### src/rtl/sor_pkg.sv
package sor_pkg;

  localparam int unsigned MaxGridDefault  = 128;
  localparam int unsigned FracBitsDefault = 24;

  localparam int unsigned ValW   = 32;
  localparam int unsigned ErrW   = 31;
  localparam int unsigned SweepW = 16;

  localparam logic [1:0] ModeLoad   = 2'd0;
  localparam logic [1:0] ModeSolve  = 2'd1;
  localparam logic [1:0] ModeRead   = 2'd2;
  localparam logic [1:0] ModeUnused = 2'd3;

  localparam logic [2:0] RegGridSize    = 3'd0;
  localparam logic [2:0] RegRelaxFactor = 3'd1;
  localparam logic [2:0] RegTolerance   = 3'd2;
  localparam logic [2:0] RegCheckPeriod = 3'd3;
  localparam logic [2:0] RegMaxSweeps   = 3'd4;

  typedef struct packed {
    logic [1:0]  mode;
    logic [6:0]  row;
    logic [6:0]  col;
    logic [31:0] start_value;
    logic [31:0] reference_value;
  } sor_item_t;

  typedef struct packed {
    logic [31:0] cell_value;
    logic [15:0] sweeps_done;
    logic [30:0] final_error;
    logic        converged;
  } sor_result_t;

  function automatic logic signed [31:0] sat32(input logic signed [35:0] v);
    if (v > 36'sd2147483647) return 32'sh7fffffff;
    if (v < -36'sd2147483648) return 32'sh80000000;
    return v[31:0];
  endfunction

endpackage

### src/rtl/sor_if.sv
interface sor_in_if import sor_pkg::*; ();
  logic      valid;
  logic      ready;
  sor_item_t data;
  modport source (output valid, output data, input ready);
  modport sink (input valid, input data, output ready);
endinterface


### src/rtl/sor_front.sv
module sor_front import sor_pkg::*; (
  input  logic      clk_i,
  input  logic      rst_ni,
  sor_in_if.sink    in_if,
  output sor_item_t q_data_o,
  output logic      q_valid_o,
  input  logic      q_pop_i
);
  // two-entry queue of classified items; mode 3 is dropped here
  sor_item_t mem_q [2];
  logic      wp_q, rp_q;
  logic [1:0] cnt_q;
  logic push;

  assign in_if.ready = (cnt_q != 2'd2);
  assign push = in_if.valid && in_if.ready && (in_if.data.mode != ModeUnused);
  assign q_valid_o = (cnt_q != 2'd0);
  assign q_data_o = mem_q[rp_q];

  always_ff @(posedge clk_i) begin
    if (push) mem_q[wp_q] <= in_if.data;
  end

  always_ff @(posedge clk_i or negedge rst_ni) begin
    if (!rst_ni) begin
      wp_q <= 1'b0;
      rp_q <= 1'b0;
      cnt_q <= 2'd0;
    end else begin
      if (push) wp_q <= ~wp_q;
      if (q_pop_i) rp_q <= ~rp_q;
      cnt_q <= cnt_q + {1'b0, push} - {1'b0, q_pop_i};
    end
  end
endmodule

### src/flat_wrapper.sv
// flat-port wrapper written by rule: the top's interface ports become plain ports
module sor_front_flat import sor_pkg::*;
  (clk_i, rst_ni, q_data_o, q_valid_o, q_pop_i, in_if_valid, in_if_data, in_if_ready);
  sor_in_if in_if_i ();
  input  logic clk_i;
  input  logic rst_ni;
  output sor_item_t q_data_o;
  output logic q_valid_o;
  input  logic q_pop_i;
  input wire logic [$bits(in_if_i.valid)-1:0] in_if_valid;
  input wire logic [$bits(in_if_i.data)-1:0] in_if_data;
  output wire logic [$bits(in_if_i.ready)-1:0] in_if_ready;
  assign in_if_i.valid = in_if_valid;
  assign in_if_i.data = in_if_data;
  assign in_if_ready = in_if_i.ready;
  sor_front u_core (.clk_i(clk_i), .rst_ni(rst_ni), .in_if(in_if_i), .q_data_o(q_data_o), .q_valid_o(q_valid_o), .q_pop_i(q_pop_i));
endmodule
### config.mk
export PLATFORM = sky130hd
export DESIGN_NAME = sor_front_flat
export DESIGN_NICKNAME = d
export VERILOG_FILES = /design/src/rtl/sor_pkg.sv /design/src/rtl/sor_if.sv /design/src/rtl/sor_front.sv /design/src/flat_wrapper.sv
export SDC_FILE = /design/constraint.sdc
export NUM_CORES = 1
export LEC_CHECK = 0
export ABC_AREA = 1
export ABC_CLOCK_PERIOD_IN_PS = 4400
export BUFFER_PORTS_ARGS = -buffer_cell sky130_fd_sc_hd__buf_2
export CORE_MARGIN = 2
export CORE_UTILIZATION = 40
export DETAILED_ROUTE_END_ITERATION = 7
export HOLD_SLACK_MARGIN = 0.03
export PLACE_DENSITY = 0.66
export SETUP_SLACK_MARGIN = 0.4
export SLEW_MARGIN = 20
export SYNTH_ARGS = -nofsm -noshare
export SYNTH_HDL_FRONTEND = slang
export SYNTH_SLANG_ARGS = --single-unit
### constraint.sdc
create_clock -name clk_i -period 4.4 [get_ports clk_i]
set_input_delay 0.22 -clock clk_i [delete_from_list [all_inputs] [get_ports clk_i]]
set_output_delay 0.22 -clock clk_i [all_outputs]
set_load 0.005 [all_outputs]
Word-level counts from Yosys, hierarchy flattened

Memories as Yosys holds them, arrays and structs flattened.
Index checks and enable logic that the tools add are counted.
Widths: inputs -> output; s select.

Bitwise gates (word level): 2
Add/sub/neg operators: 2
Multiplexer cells: 2
Reductions and logical operators: 3
Equal/unequal tests: 2

Operator list:

| kind               | number |
|---|---|
| $ne 2x2->1 const B | 2 |
| $add 2x1->2        | 1 |
| $logic_and 1x1->1  | 2 |
| $mux 1             | 2 |
| $not 1->1          | 2 |
| $reduce_bool 2->1  | 1 |
| $sub 2x1->2        | 1 |

Word-level logic and storage cells: 15
Output and inout bits: 82
Input port bits: 84
Bits in writable memories: 160
Memories kept: 1
Register bits after elaboration: 4

Memories:

| memory       | words | bits a word | read ports | clocked after memory_dff | wr ports | line            | text |
|---|---|---|---|---|---|---|---|
| u_core.mem_q | 2     | 80          | 1          | 0                        | 1        | sor_front.sv:10 | `sor_item_t mem_q [2];` |

Logic depth before layout (Yosys ltp)

Gate-level depths: netlist (run 1).

Depth after elaboration: 5
Gate-level depth with buffers: 6
Gate-level depth less buffers: 6

Worst setup path after synthesis (run 1)

No wires, ideal clock.

Path type: register -> register
From: reg u_core.cnt_q[1]
To: mem u_core.mem_q[0][0] (netlist bit) (enable)
Setup time: 0.519 ns
Slack: -0.161 ns
Data arrival time: 4.042 ns
Cell stages (with the launch flop): 4
Period minus slack after synthesis: 4.561 ns
Cells stage by stage: dfrtp_1 > nand2_1 > nand3_1 > nor2_1

Cells in the longest elaborated chain, start to end: 5

Ends and longest elaborated chain:

| element                        | line               | text |
|---|---|---|
| start: declaration             | sor_front.sv:12    | `logic [1:0] cnt_q;` |
| start signal: assignment       | sor_front.sv:32    | `cnt_q <= cnt_q + {1'b0, push} - {1'b0, q_pop_i};` |
| $ne 2x2->1                     | sor_front.sv:15    | `assign in_if.ready = (cnt_q != 2'd2);` |
| named net in_if_ready          | flat_wrapper.sv:12 | `output wire logic [$bits(in_if_i.ready)-1:0] in_if_ready;` |
| $logic_and 1x1->1 (2 in a row) | sor_front.sv:16    | `assign push = in_if.valid && in_if.ready && (in_if.data.mode != ModeUnused);` |
| $mux 1                         | sor_front.sv:21    | `if (push) mem_q[wp_q] <= in_if.data;` |
| $mux 1 (implied by the code)   | sor_front.sv:21    |  |
| end: declaration               | sor_front.sv:10    |  |

The timed path passes the listed nets, and every way through them passes these cells.

==> results of run 1 <==
==> worst paths after layout <==
path	startpoint	to	depth (start not counted)
worst max-delay path	u_core.rp_q$_DFFE_PN0P_	q_data_o[67]	3
worst min-delay path	in_if_valid	u_core.cnt_q[1]$_DFF_PN0_	4
worst max register to register	u_core.cnt_q[1]$_DFF_PN0_	u_core.mem_q[0][45]$_DFFE_PP_	4
worst min register to register	u_core.cnt_q[1]$_DFF_PN0_	u_core.cnt_q[1]$_DFF_PN0_	3
max in group asynchronous	rst_ni	u_core.rp_q$_DFFE_PN0P_	2
min in group asynchronous	rst_ni	u_core.cnt_q[1]$_DFF_PN0_	2
==> per-stage QoR <==
step / setup WS, ps / TNS, ps / hold WS (ps)
finish: 1740 / 0 / 126
global route: 1590 / 0 / 135
CTS: 1670 / 0 / 102
detailed placement: 1990 / 0 / 30.3
global placement: 2110 / 0 / 30.2
floorplan: -161 / -25720 / -75.6
==> state kept, by name (all words and copies together) (netlist names) <==
signal        count
u_core.mem_q    160
u_core.cnt_q      2
u_core.rp_q       1
u_core.wp_q       1
==> where the power goes <==
| part | leakage [nW] | switching [mW] | internal (mW) | total, mW |
|---|---|---|---|---|
| Combinational | 1.75 | 0.558 | 0.848 | 1.41 |
| Sequential | 1.52 | 0.207 | 2.05 | 2.25 |
| Clock | 0.258 | 0.560 | 0.821 | 1.38 |
| Total | 3.53 | 1.32 | 3.72 | 5.04 |
==> synthesized netlist by cell type (3+ instances only) <==
cell / count / area, sq um
buf_12: 8 / 160
dfrtp_1: 4 / 100
edfxtp_1: 160 / 4800
inv_1: 4 / 15.0
mux2_4: 79 / 1190
nand2_1: 5 / 18.8
nor2_1: 3 / 11.3
xor2_1: 4 / 35.0
==> metal layers <==
layer  global-route usage (%)  wire length (um)
met2                     24.5              6190
met5                        0                 0
met1                     16.8              4970
met3                     5.37               769
met4                     4.76               166
==> cells by family (layout without fill, tap and decap cells) <==
group	Yosys count	count (layout)	synth area share, %
buf+inv	13	287	2.92
mux	80	80	18.8
xor+xnor	4	4	0.549
fa+ha+maj	1	1	0.196
simple gates	11	11	0.745
flops	164	164	76.8
==> area by class of cell <==
cell class                      instances  area [sq um]  share of cell area [%]
Inverter                                4          15.0                   0.172
Clock buffer                           19           433                    4.95
Tap cell                              216           270                    3.09
Multi-Input combinational cell         96          1310                    14.9
Clock inverter                         11           114                    1.30
Timing Repair Buffer                  253          1700                    19.5
Sequential cell                       164          4910                    56.1
==> layout by cell type (no fill, tap or decap), drive strengths merged, types with 2 or more instances in the layout <==
cell type      n
xor2           4
dfrtp          4
nand2          5
buf          171
clkinvlp       4
bufinv         2
dlygate4sd3   82
edfxtp       160
clkbuf        19
inv            4
clkinv         5
nor2           3
mux2          80
==> tightest hold or removal path, delay by kind of cell <==
| family | cells | cell delay (ps) |
|---|---|---|
| AND/OR/NAND/NOR | 3 | 180 |
| buffers and inverters | 1 | 100 |
==> results.md, run 1 <==
- Dpl cell area: 0.00738 sq mm
- Clock slew at reported path FFs: 60 ps
- Initial antenna violation count: 0
- Area growth from synthesis to layout: 37.1%
- Total CTS buffers: 17
- # clock sinks: 164
- Layout Nets: 621
- Final core occ: 55.7%
- Initial cell density of the core: 40.6%
- Register area share after synthesis: 76.8%
- I/O pins: 166
- RSZ-0062 raised after global routing: no
- Routed Wire Length: 12100 um
- Crit path cell chain: buf_4, mux2_4, buf_2
- Core area: 0.0157 sq mm
- Peak supply drop: 0.272 mV
- CTS tree: built
- PortBufs: 165
- Die Span Y: 130 um
- Crit. End Element: primary output
- Critical Path Source Type: register
- Status: finished, final reports clean
- Final Hold Viols: 0
- Post-CTS sizing: 0
- Buf/Inv on CP: 2
- Final-layout fill cell count: 1232
- DRC Markers: 0
- Yosys cell types: 14
- Vias in the first global route: 3690
- Vias: 3389
- Primary FF master, synth: edfxtp_1
- Syn_nets: 358
- Ys Warns: 0
- Clk Latency, worst-skew pair: 410 ps
- Antenna Cells: 0
- Cell area after synthesis: 0.00638 sq mm
- Row count: 46
- Pins Over Slew Limit: 0
- Share of layout cells above drive strength 1: 51.6%
- GRT Util Overall: 14.3%
- Finished Layout Cells: 763
- RD Place Congestion: 0.680
- Pwr/cell area: 576 mW/mm^2
- Async set-or-reset flop fraction in the synthesized netlist: 2.44%
- Mapped Cells: 273
- Dpl cells: 651
- Dpl hpwl: 7410 um
- Finished Cell Area: 0.00875 sq mm
- Worst-Margin Slew: 1040 ps
- Fmax achieved: 0.376 GHz
- Worst relative slew slack: 30.9%
- Final setup vio count: 0
- Number of DRC markers in iteration 0: 141
- Critical path peak fanout: 53
- Clock skew: 6.63 ps
- First-pass GRT wire length: 18000 um
- Critical path's top delay family: flip-flops
- Crit path kind: register to primary output
- Max Cap Viol: 0
- Min Tclk post-route: 2660 ps
- Crit path max-delay cell type: dfrtp_4
- Die Area: 0.0170 sq mm
- Reg2reg setup slack: 2040 ps
- Total power: 5.04 mW
- Global route overflow: 0
- Cts hold-fix bufs: 82
- CTS Root Cell: clkbuf_16
- # Post-CTS Setup Buffers: 0
- Worst Path Required: 4180 ps
- Largest net degree at the start of global routing: 57
- DRT Pass-1 Iters: 4
- Synthesis-stage register bit count: 164
- Maximum clock path buffer count: 2
- Final worst path period share: 60.4%
- Syn Area/Cell: 23.4 sq um
- Post-route ant nets: 0
- Die width: 130 um
- Vias per cell: 4.44
- Wire per inst: 15.8 um
- Worst hold path class: input port to register
- Arr. time, crit path: 2440 ps
- Leak Pwr: 3.53 nW
- Htree depth: 4
- Post-synth EDFFs: 160
- Crit-path max cell delay: 1090 ps
Note: power is estimated with default switching activity, not from simulation.
==> run 2, diff against run 1 <==
- ABC_CLOCK_PERIOD_IN_PS: 4400 -> 2400
- clock period: 4.4 -> 2.4 ns (I/O delays scaled with it)
==> results.md, run 2 (synthesized netlist as in run 1, its figures left out) <==
- Most common cell after layout, fill and taps aside: buf_2
- Final Hold Viols: 0
- RSZ-0062 raised after global routing: no
- # clock sinks: 164
- Final core occ: 56.5%
- Critical path's top delay family: flip-flops
- Number of DRC markers in iteration 0: 166
- Maximum clock path buffer count: 2
- Worst hold margin: 62.2 ps
- Core area: 0.0157 sq mm
- Leak Pwr: 3.58 nW
- Final worst path period share: 78.8%
- Die Span Y: 130 um
- Area growth from synthesis to layout: 39.0%
- Fmax achieved: 0.529 GHz
- Initial cell density of the core: 40.6%
- Pins Over Slew Limit: 0
- CTS Root Cell: clkbuf_16
- Wire per inst: 15.4 um
- Crit path max-delay cell type: dfrtp_4
- Largest registers: u_core.mem_q x160, u_core.cnt_q x2
- Post-CTS sizing: 0
- DRT Pass-1 Iters: 4
- I/O pins: 166
- PortBufs: 165
- Min Tclk post-route: 1890 ps
- Clock skew: 7.28 ps
- Clk Latency, worst-skew pair: 410 ps
- Worst-Margin Slew: 575 ps
- Largest register by flop count: u_core.mem_q
- Crit-path max cell delay: 570 ps
- Setup TNS: 0 ps
- Vias per cell: 4.41
- Crit path cell chain: buf_4, mux2_4, buf_2
- Worst relative slew slack: 61.7%
- Worst hold path class: input port to register
- Max reg flops: 160
- Critical Path Source Type: register
- Global route overflow: 0
- Arr. time, crit path: 1770 ps
- Crit. End Element: primary output
- Largest net degree at the start of global routing: 63
- Crit path kind: register to primary output
- Antenna Cells: 0
- Vias in the first global route: 3592
- Worst Path Required: 2280 ps
- Initial antenna violation count: 0
- First-pass GRT wire length: 17600 um
- Share of layout cells above drive strength 1: 51.5%
- Vias: 3380
- RD Place Congestion: 0.694
- Dpl hpwl: 7180 um
- Critical path peak fanout: 14
- Routed Wire Length: 11800 um
- Pwr/cell area: 1070 mW/mm^2
- Die width: 130 um
- Peak supply drop: 0.614 mV
- DRC Markers: 0
- CTS tree: built
- Layout Nets: 624
- GRT Util Overall: 14.1%
- Post-route ant nets: 0
- Die Area: 0.0170 sq mm
- Most frequent cells in the layout: 165 x buf_2, 160 x edfxtp_1, 83 x dlygate4sd3_1
- Row count: 46
- Status: finished, final reports clean
- Final setup vio count: 0
- Htree depth: 4
- Clock slew at reported path FFs: 60 ps
- Total CTS buffers: 17
- Max Cap Viol: 0
- Buf/Inv on CP: 2
run 2: cell types whose count changed in the layout (fill, tap and decap cells not counted), moves of 2 or more:
cell        delta
buf_12         +2
bufinv_16      +2
clkbuf_1       +2
clkinv_2       -3
clkinvlp_4     -2
run 2: final timing paths:
check	start	endpoint	slack, ps	cells past startpoint
max	u_core.rp_q$_DFFE_PN0P_	q_data_o[10]	510	3
min	in_if_valid	u_core.cnt_q[0]$_DFF_PN0_	60	3
max reg2reg	u_core.cnt_q[1]$_DFF_PN0_	u_core.mem_q[0][20]$_DFFE_PP_	740	4
min reg2reg	u_core.cnt_q[1]$_DFF_PN0_	u_core.cnt_q[1]$_DFF_PN0_	650	3
max in group asynchronous	rst_ni	u_core.rp_q$_DFFE_PN0P_	1600	3
min in group asynchronous	rst_ni	u_core.cnt_q[0]$_DFF_PN0_	600	3
run 2: power breakdown:
part | total [mW] | switching (mW) | internal, mW
Sequential | 3.94 | 0.183 | 3.76
Clock | 2.73 | 1.00 | 1.73
Combinational | 2.83 | 1.23 | 1.60
Total | 9.50 | 2.41 | 7.09
run 2: tightest hold or removal path: cells and delay by family:
| kind | cells | cell delay (ps) |
|---|---|---|
| xor+xnor | 1 | 70 |
| simple gates | 1 | 110 |
| buf+inv | 1 | 130 |
run 2: layout make-up:
type	count	area, sq um
Multi-Input combinational cell	96	1320
Fill cell	1226	6840
Clock inverter	10	156
Tap cell	216	270
Sequential cell	164	4910
Timing Repair Buffer	256	1760
Inverter	4	15.0
Clock buffer	21	440
run 2: stage by stage:
stage / cells / worst slack, ps / cell area [sq um] / total power, mW
global placement: 652 / 783 / 7430 / 6.68
floorplan: 273 / 143 / 6410 / 5.98
detailed placement: 652 / 722 / 7430 / 6.75
global route: 767 / 422 / 8870 / 9.97
CTS: 767 / 477 / 8870 / 9.63
finish: 767 / 510 / 8870 / 9.50
run 2: repair_timing:
action / 4_1_cts / 5_1_grt
hold buffers: 83 / 0
endpoints found under the hold margin: 165 / 0
endpoints found under the setup margin: 42 / 0
buffers inserted: 1 / 0
run 2: per-layer routing:
layer	vias up	wire length [um]	global-route usage (%)
li1	1602	-	-
met1	1657	4790	15.7
met2	104	6150	25.2
met3	17	640	4.39
met4	0	201	5.82
met5	-	0	0
